===== src/rtl/core/tkf_pkg.sv =====
// Shared types, constants and the CORDIC arctangent table of the tilt-angle Kalman filter.
// Used by tkf_div and tilt_angle_kalman_filter; depends on nothing else.
`default_nettype none

package tkf_pkg;

	localparam int ANGLE_FRAC_BITS_DEF = 16;
	localparam int CORDIC_STEPS_DEF    = 16;
	localparam int ATAN_TABLE_LEN      = 24;
	localparam int ATAN_TABLE_FRAC     = 24;

	// Restoring divider sizes: numerator below 2^62, P + R below 2^28.
	localparam int DIV_DW = 62;
	localparam int DIV_VW = 28;

	localparam int CFG_IDX_W  = 3;
	localparam int CFG_DATA_W = 25;

	localparam logic [CFG_IDX_W-1:0] REG_ACCEL_OFFSET_X       = 3'd0;
	localparam logic [CFG_IDX_W-1:0] REG_ACCEL_OFFSET_Y       = 3'd1;
	localparam logic [CFG_IDX_W-1:0] REG_ACCEL_OFFSET_Z       = 3'd2;
	localparam logic [CFG_IDX_W-1:0] REG_GYRO_GAIN            = 3'd3;
	localparam logic [CFG_IDX_W-1:0] REG_TIME_STEP            = 3'd4;
	localparam logic [CFG_IDX_W-1:0] REG_PROCESS_VARIANCE     = 3'd5;
	localparam logic [CFG_IDX_W-1:0] REG_MEASUREMENT_VARIANCE = 3'd6;

	localparam logic signed [15:0] ACCEL_OFFSET_X_RST = 16'sd524;
	localparam logic signed [15:0] ACCEL_OFFSET_Y_RST = 16'sd410;
	localparam logic signed [15:0] ACCEL_OFFSET_Z_RST = 16'sd1229;
	localparam logic [15:0] GYRO_GAIN_RST             = 16'd500;
	localparam logic [15:0] TIME_STEP_RST             = 16'd262;
	localparam logic [24:0] PROCESS_VARIANCE_RST      = 25'd4295;
	localparam logic [24:0] MEASUREMENT_VARIANCE_RST  = 25'd167772;
	localparam logic [26:0] ESTIMATE_VARIANCE_RST     = 27'd67108864;

	typedef struct packed {
		logic signed [15:0] accel_x;
		logic signed [15:0] accel_y;
		logic signed [15:0] accel_z;
		logic signed [15:0] gyro_x;
	} in_item_t;

	typedef struct packed {
		logic signed [24:0] tilt_angle;
		logic [26:0]        angle_variance;
	} out_item_t;

	typedef enum logic [4:0] {
		S_IDLE,
		S_SQ_Y,
		S_SQ_Z,
		S_SQ_SUM,
		S_SQRT,
		S_CORDIC,
		S_GY1,
		S_GY2,
		S_PRED,
		S_VAR,
		S_PM_LO,
		S_PM_HI,
		S_PM_SUM,
		S_DIV1,
		S_PR_LO,
		S_PR_HI,
		S_PR_SUM,
		S_DIV2,
		S_OUT
	} state_t;

	// atan(2^-i) in degrees, Q.24.
	function automatic logic [31:0] atan_q24(input logic [4:0] i);
		logic [31:0] r;
		unique case (i)
			5'd0:  r = 32'd754974720;
			5'd1:  r = 32'd445687602;
			5'd2:  r = 32'd235489088;
			5'd3:  r = 32'd119537938;
			5'd4:  r = 32'd60000934;
			5'd5:  r = 32'd30029717;
			5'd6:  r = 32'd15018523;
			5'd7:  r = 32'd7509720;
			5'd8:  r = 32'd3754917;
			5'd9:  r = 32'd1877466;
			5'd10: r = 32'd938734;
			5'd11: r = 32'd469367;
			5'd12: r = 32'd234684;
			5'd13: r = 32'd117342;
			5'd14: r = 32'd58671;
			5'd15: r = 32'd29335;
			5'd16: r = 32'd14668;
			5'd17: r = 32'd7334;
			5'd18: r = 32'd3667;
			5'd19: r = 32'd1833;
			5'd20: r = 32'd917;
			5'd21: r = 32'd458;
			5'd22: r = 32'd229;
			5'd23: r = 32'd115;
			default: r = 32'd0;
		endcase
		return r;
	endfunction

endpackage

`default_nettype wire


===== src/rtl/core/tkf_div.sv =====
// Restoring unsigned divider, one quotient bit per cycle.
// Depends on tkf_pkg for its default sizes.
`default_nettype none

module tkf_div #(
	parameter int DW = tkf_pkg::DIV_DW,
	parameter int VW = tkf_pkg::DIV_VW
) (
	input  wire logic          clk,
	input  wire logic          arst_n,
	input  wire logic          start,
	input  wire logic [DW-1:0] dividend,
	input  wire logic [VW-1:0] divisor,
	output logic      [DW-1:0] quotient,
	output logic               done
);

	localparam int CW = $clog2(DW + 1);

	logic [DW-1:0] quo_q;
	logic [VW-1:0] rem_q;
	logic [VW-1:0] dvs_q;
	logic [CW-1:0] cnt_q;
	logic          busy_q;
	logic          done_q;
	logic [VW:0]   trial;
	logic          ge;

	assign trial    = {rem_q, quo_q[DW-1]};
	assign ge       = trial >= {1'b0, dvs_q};
	assign quotient = quo_q;
	assign done     = done_q;

	always_ff @(posedge clk or negedge arst_n) begin
		if (!arst_n) begin
			busy_q <= 1'b0;
			done_q <= 1'b0;
			cnt_q  <= '0;
		end else begin
			done_q <= 1'b0;
			if (start) begin
				busy_q <= 1'b1;
				cnt_q  <= '0;
			end else if (busy_q) begin
				cnt_q <= cnt_q + 1'b1;
				if (cnt_q == CW'(DW - 1)) begin
					busy_q <= 1'b0;
					done_q <= 1'b1;
				end
			end
		end
	end

	always_ff @(posedge clk) begin
		if (start) begin
			quo_q <= dividend;
			rem_q <= '0;
			dvs_q <= divisor;
		end else if (busy_q) begin
			rem_q <= ge ? VW'(trial - {1'b0, dvs_q}) : trial[VW-1:0];
			quo_q <= {quo_q[DW-2:0], ge};
		end
	end

endmodule

`default_nettype wire


===== src/rtl/core/tilt_angle_kalman_filter.sv =====
// Tilt-angle estimator: offset removal, CORDIC tilt, gyro prediction and a scalar Kalman update.
// Depends on tkf_pkg and tkf_div.
//
// Usage:
//   Input channel in_valid/in_ready/in_data carries one raw accelerometer and gyro sample.
//   Output channel out_valid/out_ready/out_data carries the filtered angle (signed Q8.16 degrees
//   by default) and the posterior variance (Q3.24).
//   A plain write port (cfg_we, cfg_index, cfg_data) sets offsets, gains and variances;
//   write it only while the block is idle.
//   One sample is worked on at a time: in_ready is high only while the sequencer idles.
//   The time from input transfer to result is set mostly by two restoring divisions,
//   a square root and the CORDIC rotation, one step per cycle.
//   A finished result sits in an output register; a new sample is taken while it waits.
//   If the receiver stalls with a result still held, the next result waits in the
//   sequencer and the filter state is not advanced until it moves into the register.
//   Reset restores the default registers, a zero angle and a variance of 4.0.
`default_nettype none

module tilt_angle_kalman_filter #(
	parameter int ANGLE_FRAC_BITS = tkf_pkg::ANGLE_FRAC_BITS_DEF,
	parameter int CORDIC_STEPS    = tkf_pkg::CORDIC_STEPS_DEF
) (
	input  wire logic                                clk,
	input  wire logic                                arst_n,
	input  wire logic                                in_valid,
	output logic                                     in_ready,
	input  wire tkf_pkg::in_item_t                   in_data,
	output logic                                     out_valid,
	input  wire logic                                out_ready,
	output tkf_pkg::out_item_t                       out_data,
	input  wire logic                                cfg_we,
	input  wire logic [tkf_pkg::CFG_IDX_W-1:0]       cfg_index,
	input  wire logic [tkf_pkg::CFG_DATA_W-1:0]      cfg_data
);

	import tkf_pkg::*;

	localparam int AW  = ANGLE_FRAC_BITS + 10;
	localparam int MSH = ATAN_TABLE_FRAC - ANGLE_FRAC_BITS;
	localparam int GSH = 32 - ANGLE_FRAC_BITS;
	localparam logic signed [32:0] HALF_M = (MSH == 0) ? 33'sd0 : (33'sd1 <<< (MSH - 1));
	localparam logic signed [51:0] HALF_G = 52'sd1 <<< (GSH - 1);
	localparam logic signed [51:0] LIM    = 52'sd180 <<< ANGLE_FRAC_BITS;
	localparam logic [4:0] CI_LAST = 5'(CORDIC_STEPS - 1);

	state_t state_q, state_d;

	logic signed [15:0] off_x_q, off_y_q, off_z_q;
	logic [15:0]        gain_q, ts_q;
	logic [24:0]        pv_q, rv_q;
	logic signed [AW-1:0] est_q;
	logic [26:0]        evar_q;
	logic               out_valid_q;
	out_item_t          out_q;

	logic signed [16:0] ax_q, ay_q, az_q;
	logic signed [15:0] gx_q;
	logic signed [51:0] prod_q;
	logic [61:0]        acc_q;
	logic [49:0]        rad_q, res_q, bit_q;
	logic signed [27:0] cx_q, cy_q;
	logic signed [31:0] cz_q;
	logic [4:0]         ci_q;
	logic               zero_q;
	logic signed [AW-1:0] meas_q, pred_q, fin_q;
	logic [26:0]        p_q, post_q;
	logic [27:0]        sum_q;
	logic [33:0]        mag_q, corr_q;
	logic               neg_q;

	logic signed [33:0] mul_a;
	logic signed [17:0] mul_b;
	logic               div_start, div_done, out_load;
	logic [61:0]        div_num, div_quo;
	logic [34:0]        ssq;
	logic [49:0]        trial, res_nx;
	logic               sq_ge;
	logic signed [27:0] xs, ys;
	logic signed [31:0] tz;
	logic signed [32:0] mz;
	logic signed [51:0] incr_r, pred_w, fin_w;
	logic signed [AW:0] innov;

	function automatic logic signed [AW-1:0] clamp(input logic signed [51:0] v);
		logic signed [AW-1:0] r;
		if (v > LIM) r = AW'(LIM);
		else if (v < -LIM) r = AW'(-LIM);
		else r = AW'(v);
		return r;
	endfunction

	tkf_div #(.DW(DIV_DW), .VW(DIV_VW)) u_div (
		.clk      (clk),
		.arst_n   (arst_n),
		.start    (div_start),
		.dividend (div_num),
		.divisor  (sum_q),
		.quotient (div_quo),
		.done     (div_done)
	);

	// Shared datapath helpers.
	assign ssq    = 35'(acc_q[33:0]) + 35'(prod_q[33:0]);
	assign trial  = res_q + bit_q;
	assign sq_ge  = rad_q >= trial;
	assign res_nx = sq_ge ? ((res_q >> 1) + bit_q) : (res_q >> 1);
	assign xs     = cx_q >>> ci_q;
	assign ys     = cy_q >>> ci_q;
	assign tz     = signed'(atan_q24(ci_q));
	assign mz     = (33'(cz_q) + HALF_M) >>> MSH;
	assign incr_r = (prod_q + HALF_G) >>> GSH;
	assign pred_w = 52'(est_q) + incr_r;
	assign innov  = (AW + 1)'(meas_q) - (AW + 1)'(pred_q);
	assign fin_w  = neg_q ? (52'(pred_q) - signed'({18'b0, corr_q}))
	                      : (52'(pred_q) + signed'({18'b0, corr_q}));
	assign div_num = acc_q + (62'(prod_q[51:0]) << 17) + 62'(sum_q >> 1);

	assign out_valid = out_valid_q;
	assign out_data  = out_q;

	always_comb begin
		state_d   = state_q;
		mul_a     = '0;
		mul_b     = '0;
		div_start = 1'b0;
		out_load  = 1'b0;
		in_ready  = (state_q == S_IDLE);
		unique case (state_q)
			S_IDLE: if (in_valid) state_d = S_SQ_Y;
			S_SQ_Y: begin
				mul_a   = 34'(ay_q);
				mul_b   = 18'(ay_q);
				state_d = S_SQ_Z;
			end
			S_SQ_Z: begin
				mul_a   = 34'(az_q);
				mul_b   = 18'(az_q);
				state_d = S_SQ_SUM;
			end
			S_SQ_SUM: state_d = S_SQRT;
			S_SQRT: if (bit_q[0]) state_d = S_CORDIC;
			S_CORDIC: if (ci_q == CI_LAST) state_d = S_GY1;
			S_GY1: begin
				mul_a   = 34'(gx_q);
				mul_b   = {2'b0, gain_q};
				state_d = S_GY2;
			end
			S_GY2: begin
				mul_a   = $signed(prod_q[33:0]);
				mul_b   = {2'b0, ts_q};
				state_d = S_PRED;
			end
			S_PRED: state_d = S_VAR;
			S_VAR: state_d = (sum_q == '0) ? S_OUT : S_PM_LO;
			S_PM_LO: begin
				mul_a   = {7'b0, p_q};
				mul_b   = {1'b0, mag_q[16:0]};
				state_d = S_PM_HI;
			end
			S_PM_HI: begin
				mul_a   = {7'b0, p_q};
				mul_b   = {1'b0, mag_q[33:17]};
				state_d = S_PM_SUM;
			end
			S_PM_SUM: begin
				div_start = 1'b1;
				state_d   = S_DIV1;
			end
			S_DIV1: if (div_done) state_d = S_PR_LO;
			S_PR_LO: begin
				mul_a   = {7'b0, p_q};
				mul_b   = {1'b0, rv_q[16:0]};
				state_d = S_PR_HI;
			end
			S_PR_HI: begin
				mul_a   = {7'b0, p_q};
				mul_b   = {10'b0, rv_q[24:17]};
				state_d = S_PR_SUM;
			end
			S_PR_SUM: begin
				div_start = 1'b1;
				state_d   = S_DIV2;
			end
			S_DIV2: if (div_done) state_d = S_OUT;
			S_OUT: begin
				if (!out_valid_q || out_ready) begin
					out_load = 1'b1;
					state_d  = S_IDLE;
				end
			end
			default: state_d = S_IDLE;
		endcase
	end

	always_ff @(posedge clk or negedge arst_n) begin
		if (!arst_n) begin
			state_q     <= S_IDLE;
			out_valid_q <= 1'b0;
			off_x_q     <= ACCEL_OFFSET_X_RST;
			off_y_q     <= ACCEL_OFFSET_Y_RST;
			off_z_q     <= ACCEL_OFFSET_Z_RST;
			gain_q      <= GYRO_GAIN_RST;
			ts_q        <= TIME_STEP_RST;
			pv_q        <= PROCESS_VARIANCE_RST;
			rv_q        <= MEASUREMENT_VARIANCE_RST;
			est_q       <= '0;
			evar_q      <= ESTIMATE_VARIANCE_RST;
		end else begin
			state_q <= state_d;
			if (out_load) begin
				out_valid_q <= 1'b1;
				est_q       <= fin_q;
				evar_q      <= post_q;
			end else if (out_ready) begin
				out_valid_q <= 1'b0;
			end
			if (cfg_we) begin
				case (cfg_index)
					REG_ACCEL_OFFSET_X:       off_x_q <= cfg_data[15:0];
					REG_ACCEL_OFFSET_Y:       off_y_q <= cfg_data[15:0];
					REG_ACCEL_OFFSET_Z:       off_z_q <= cfg_data[15:0];
					REG_GYRO_GAIN:            gain_q  <= cfg_data[15:0];
					REG_TIME_STEP:            ts_q    <= cfg_data[15:0];
					REG_PROCESS_VARIANCE:     pv_q    <= cfg_data[24:0];
					REG_MEASUREMENT_VARIANCE: rv_q    <= cfg_data[24:0];
					default: ;
				endcase
			end
		end
	end

	always_ff @(posedge clk) begin
		prod_q <= mul_a * mul_b;
		if (out_load) begin
			out_q.tilt_angle     <= 25'(fin_q);
			out_q.angle_variance <= post_q;
		end
		unique case (state_q)
			S_IDLE: begin
				ax_q <= 17'(in_data.accel_x) - 17'(off_x_q);
				ay_q <= 17'(in_data.accel_y) - 17'(off_y_q);
				az_q <= 17'(in_data.accel_z) - 17'(off_z_q);
				gx_q <= in_data.gyro_x;
			end
			S_SQ_Z: acc_q <= 62'(prod_q[33:0]);
			S_SQ_SUM: begin
				rad_q <= 50'(ssq) << 16;
				res_q <= '0;
				bit_q <= 50'(1) << 48;
			end
			S_SQRT: begin
				if (sq_ge) rad_q <= rad_q - trial;
				res_q <= res_nx;
				bit_q <= bit_q >> 2;
				if (bit_q[0]) begin
					cx_q   <= signed'(28'(res_nx));
					cy_q   <= 28'(ax_q) <<< 8;
					cz_q   <= '0;
					ci_q   <= '0;
					zero_q <= (res_nx == '0) && (ax_q == '0);
				end
			end
			S_CORDIC: begin
				// Rotate toward the x axis; the sign of y picks the direction.
				if (!cy_q[27]) begin
					cx_q <= cx_q + ys;
					cy_q <= cy_q - xs;
					cz_q <= cz_q + tz;
				end else begin
					cx_q <= cx_q - ys;
					cy_q <= cy_q + xs;
					cz_q <= cz_q - tz;
				end
				ci_q <= ci_q + 1'b1;
				if (ci_q == CI_LAST) begin
					meas_q <= '0;
				end
			end
			S_GY1: begin
				meas_q <= zero_q ? '0 : AW'(mz);
			end
			S_PRED: begin
				pred_q <= clamp(pred_w);
				p_q    <= evar_q + 27'(pv_q);
				sum_q  <= 28'(evar_q) + 28'(pv_q) + 28'(rv_q);
			end
			S_VAR: begin
				neg_q  <= innov[AW];
				mag_q  <= 34'(unsigned'(innov[AW] ? -innov : innov));
				fin_q  <= pred_q;
				post_q <= '0;
			end
			S_PM_HI: acc_q <= 62'(prod_q[51:0]);
			S_DIV1: if (div_done) corr_q <= 34'(div_quo);
			S_PR_HI: acc_q <= 62'(prod_q[51:0]);
			S_DIV2: begin
				if (div_done) begin
					post_q <= 27'(div_quo);
					fin_q  <= clamp(fin_w);
				end
			end
			default: ;
		endcase
	end

`ifndef NO_ASSERTIONS
	a_est_range: assert property (@(posedge clk) disable iff (!arst_n)
		(52'(est_q) <= LIM) && (52'(est_q) >= -LIM))
		else $error("angle estimate outside +-180 degrees");
	a_div_done: assert property (@(posedge clk) disable iff (!arst_n)
		div_done |-> (state_q == S_DIV1 || state_q == S_DIV2))
		else $error("divider finished outside a wait state");
	a_post_bound: assert property (@(posedge clk) disable iff (!arst_n)
		(state_q == S_OUT) |-> (post_q <= 27'(rv_q)))
		else $error("posterior variance exceeds measurement variance");
	a_busy: assert property (@(posedge clk) disable iff (!arst_n)
		(state_q == S_OUT && !out_load) |=> (state_q == S_OUT))
		else $error("result dropped while output register was full");
`endif

endmodule

`default_nettype wire


===== config.mk =====
export PLATFORM = sky130hd
export DESIGN_NAME = tilt_angle_kalman_filter
export DESIGN_NICKNAME = d
export VERILOG_FILES = /design/src/rtl/core/tkf_pkg.sv /design/src/rtl/core/tkf_div.sv /design/src/rtl/core/tilt_angle_kalman_filter.sv
export SDC_FILE = /design/constraint.sdc
export NUM_CORES = 2
export LEC_CHECK = 0
export BUFFER_PORTS_ARGS = -buffer_cell sky130_fd_sc_hd__buf_2
export CORE_UTILIZATION = 65
export CTS_BUF_LIST = sky130_fd_sc_hd__clkbuf_2
export CTS_CLUSTER_DIAMETER = 30
export DETAILED_ROUTE_END_ITERATION = 8
export GPL_TIMING_DRIVEN = 0
export PLACE_DENSITY = 0.91
export SLEW_MARGIN = 20
export SYNTH_ARGS = -nofsm -noshare
export SYNTH_HDL_FRONTEND = slang
export SYNTH_SLANG_ARGS = --single-unit

===== constraint.sdc =====
create_clock -name clk -period 19 [get_ports clk]
set_input_delay 2.85 -clock clk [delete_from_list [all_inputs] [get_ports clk]]
set_output_delay 2.85 -clock clk [all_outputs]
set_load 0.02 [all_outputs]

==> results <==
- The run finished with clean final reports.
- The detail route stage leaves a number of antenna-violating nets equal to 0.
- The mean instance size in the synthesized netlist is roughly 9 um^2.
- The worst setup path is of the reg2reg kind.
- The overflow left after global routing is 0.
- Counting flops and latches in the post-synthesis netlist gives 1008.
- The wire-length estimate of the detail-placed layout is approximately 260000 um.
- The mapped cell area is approximately 93000 um^2.
- The overall die area is between 100000 and 150000 um^2.
- The most common cell after layout, fill and taps aside is nand2_1.
- The via total after detailed routing is around 83000.
- By area the synthesized netlist is led by edfxtp_1 23%, fa_1 14%, ha_1 9.1%.
- In this run the number of H-tree levels came out at 5.
- Clock skew on the completed layout was measured at approximately 0.30 ns.
- Wires add up to around 330000 um.
- The sort of element at the start of the critical path is a flop.
- The top cell type by area accounts for between 20% and 30% of the synthesized area.
- The worst-path maximum fanout is 10.
- Dividing the detail-routed wire length by the instance count gives ~26 um.
- The final setup violation count is 0.
- Fill cells in the final layout number 10780.
- The die outline width is ~380 um.
- The number of gates resized after CTS was 0.
- No sink is reached through more buffers than the 4 on the longest clock path.
- The clock-pin slew on the worst setup and hold paths is roughly 0.12 ns.
- The first global-routing pass estimated between 400000 and 500000 um of wire.
- Setup repair after global routing left no endpoint under its margin.
- The count of hold buffers inserted by post-cts repair is 0.
- The final layout net count is around 12000.
- The largest area contributor in the synthesized netlist is edfxtp_1.
- Using the TritonRoute via totals, the vias-per-cell ratio works out to between 6 and 7.
- Among the stages of the critical path, the cell type that occurs most often is fa_1.
- The floorplan step set the die height to about 380 um.
- The sequential cells in the finished layout cover a total of around 28000 um^2.
- The count of final max-slew check failures was 0.
- The number of antenna violations at the first check in global routing was 31.
- The number of port buffers is roughly 150.
- The placeable core region is ~140000 um^2.
- The via count of the first global-routing pass came to 81050.
- between 150 and 200 I/O pins were placed.
- The biggest cell delay along the critical path is a little over 0.8 ns.
- TritonCTS built the clock tree.
- The number of rows in the core area is 138.
- Adding up every negative setup slack in the final design gives 0 ns.
- The cell at the root of the clock tree is clkbuf_2.
- The type of the worst min-delay path is reg2reg.
- The clock period minus final worst setup slack is about 14 ns.
- The worst relative slew slack is 16.53%.
- The slowest stage of the critical path is the clkbuf_1 cell.
- The Yosys step of the flow raised 0 warnings.
- The slew of the pin with the lowest slew margin is roughly 1.3 ns.
- The worst register-to-register path has a setup slack of between 5 and 6 ns.
- The number of distinct standard cells referenced by the synthesized netlist is 118.
- Data on the critical path arrives at its endpoint at 14.81 ns.
- The initial standard-cell utilization of the core is between 60% and 70%.
- The remaining design rule violation count is 0.
- The number of hold violations in the final report is 0.
- For this run, the register share of the synthesized area comes to 30.29%.
- Synthesis handed over a netlist of 10060 instances.
- The worst path required time is roughly 20 ns.
- The number of buffers added for setup after CTS is 0.
- The clock reaches the later pin of the worst-skew pair after 1.73 ns.
- The number of clock sinks is just over 1000.
- Of the cells placed in the final design, the portion with a size suffix greater than 1 is around a tenth.
- The post-synthesis async set-or-reset flop share is 19.54%.
- The top cell types in the final layout, fill and taps aside, are 1138 x nand2_1, 1028 x inv_1, 918 x nor2_1, 701 x edfxtp_1, 680 x ha_1.
- In the final layout, the multi-input gates occupy 59780 um^2.
- The count of TritonRoute iterations in the first routing pass is 9.
- Entering global routing, the biggest net connects between 80 and 90 pins.
- In the synthesized netlist the dominant register cell turns out to be edfxtp_1.
- The total clock buffers created by CTS is ~300.
- The count of maximum capacitance violations is 0.
- Relative to the synthesized area, the layout overhead comes to 7.441%.
- The achievable frequency is approximately 0.073 GHz.
- The worst setup path is captured at a flop.
- Dividing the final minimum period by the clock period gives a little under three quarters.
- The final weighted congestion of routability-driven global placement is about 1.0.
- For this run, the total global-route usage over all layers was measured as between 40 and 50%.
- The first routing iteration left about 10000 violations.
- Yosys mapped a number of flops with a built-in enable equal to ~700.
sequential cells by signal, indices dropped and copies added, names as in the netlist, 32 cells and up:
signal          flops
acc_q              52
res_q              50
rad_q              50
prod_q             52
corr_q             34
u_div.quotient     62
out_data           52
cz_q               32
synth_stat cells, types with 41 or more instances:
cell type,n
nor3_1,191
nand2b_1,95
a21boi_0,55
mux2_2,120
or3_1,64
a21o_1,224
a31oi_1,98
a21oi_1,586
inv_1,1030
o21ai_0,504
nor4_1,46
nor2_1,924
dfrtp_1,157
o211ai_1,41
or2_2,41
mux4_2,59
xnor2_1,425
fa_1,635
nand2_1,1138
and3_1,115
o21bai_1,60
nand3_1,169
edfxtp_1,701
dfxtp_1,110
xor2_1,239
nor2b_1,106
and2_1,112
mux2i_1,87
o21a_1,67
nand4_1,76
ha_1,680
clkbuf_1,325
o31ai_1,47
a211oi_1,63
critical path: cells and delay by family (launching register included):
family / cells / cell delay, ns
adder cells (fa/ha/maj): 7 / 3.49
flip-flops: 1 / 0.38
buffers and inverters: 10 / 2.80
AND/OR/NAND/NOR: 7 / 2.61
multiplexers: 1 / 0.31
AO/OA/AOI/OAI: 7 / 3.57
logic make-up (layout without fill, tap and decap cells):
kind of cell,count (synthesis),after routing,share of synthesized area [%]
XOR/XNOR,664,664,6.240
other,2,48,0.008058
adder cells (fa/ha/maj),1315,1315,22.77
multiplexers,273,273,3.995
AND/OR/NAND/NOR,3207,3207,15.82
buffers and inverters,1423,2155,5.854
flip-flops,1008,1008,30.29
AO/OA/AOI/OAI,2165,2165,15.02
layer usage:
layer | share of wire (%) | vias to the layer above | GRT usage, %
li1 | - | 36210 | -
met1 | 38 | 39950 | 59.28
met2 | 42 | 5581 | 65.40
met3 | 14 | 1169 | 13.87
met4 | 6.7 | 14 | 25.96
met5 | 0.062 | - | 0.9921
stage by stage:
stage	setup slack, ns	hold slack [ns]	cell area [um^2]	std cells	utilization [%]
final	5.393	0.4656	100100	12730	70.55
after CTS	6.195	0.4287	100100	12690	70.50
after global placement	3.450	0.4421	96360	12110	67.89
after detailed placement	6.273	0.4408	97290	12170	68.55
after global routing	5.319	0.4258	100100	12710	70.53
after floorplan	8.292	0.4146	93260	10070	-
path summary, 6_finish.rpt:
| path | endpoint | cells after the start | start |
|---|---|---|---|
| hold reg to reg | acc_q[33] | 0 | prod_q[33] |
| min in group asynchronous | off_y_q[6] | 1 | arst_n |
| setup / recovery | prod_q[51] | 32 | state_q[4] |
| max in group asynchronous | rv_q[20] | 3 | arst_n |
| hold / removal | acc_q[33] | 0 | prod_q[33] |
| setup reg to reg | prod_q[51] | 32 | state_q[4] |
cell type report:
| class | instances | share of cell area [%] |
|---|---|---|
| buffer | 388 | 1.576 |
| timing repair buffer | 211 | 1.447 |
| multi-input combinational | 7641 | 59.70 |
| antenna | 31 | 0.07747 |
| sequential | 1008 | 28.19 |
| inverter | 1035 | 3.887 |
| tap | 1890 | 2.362 |
| clock inverter | 110 | 0.7047 |
| clock buffer | 411 | 2.054 |
Power is not shown: default switching activity piles up to over one toggle a cycle in this logic, so the estimate is an artifact.
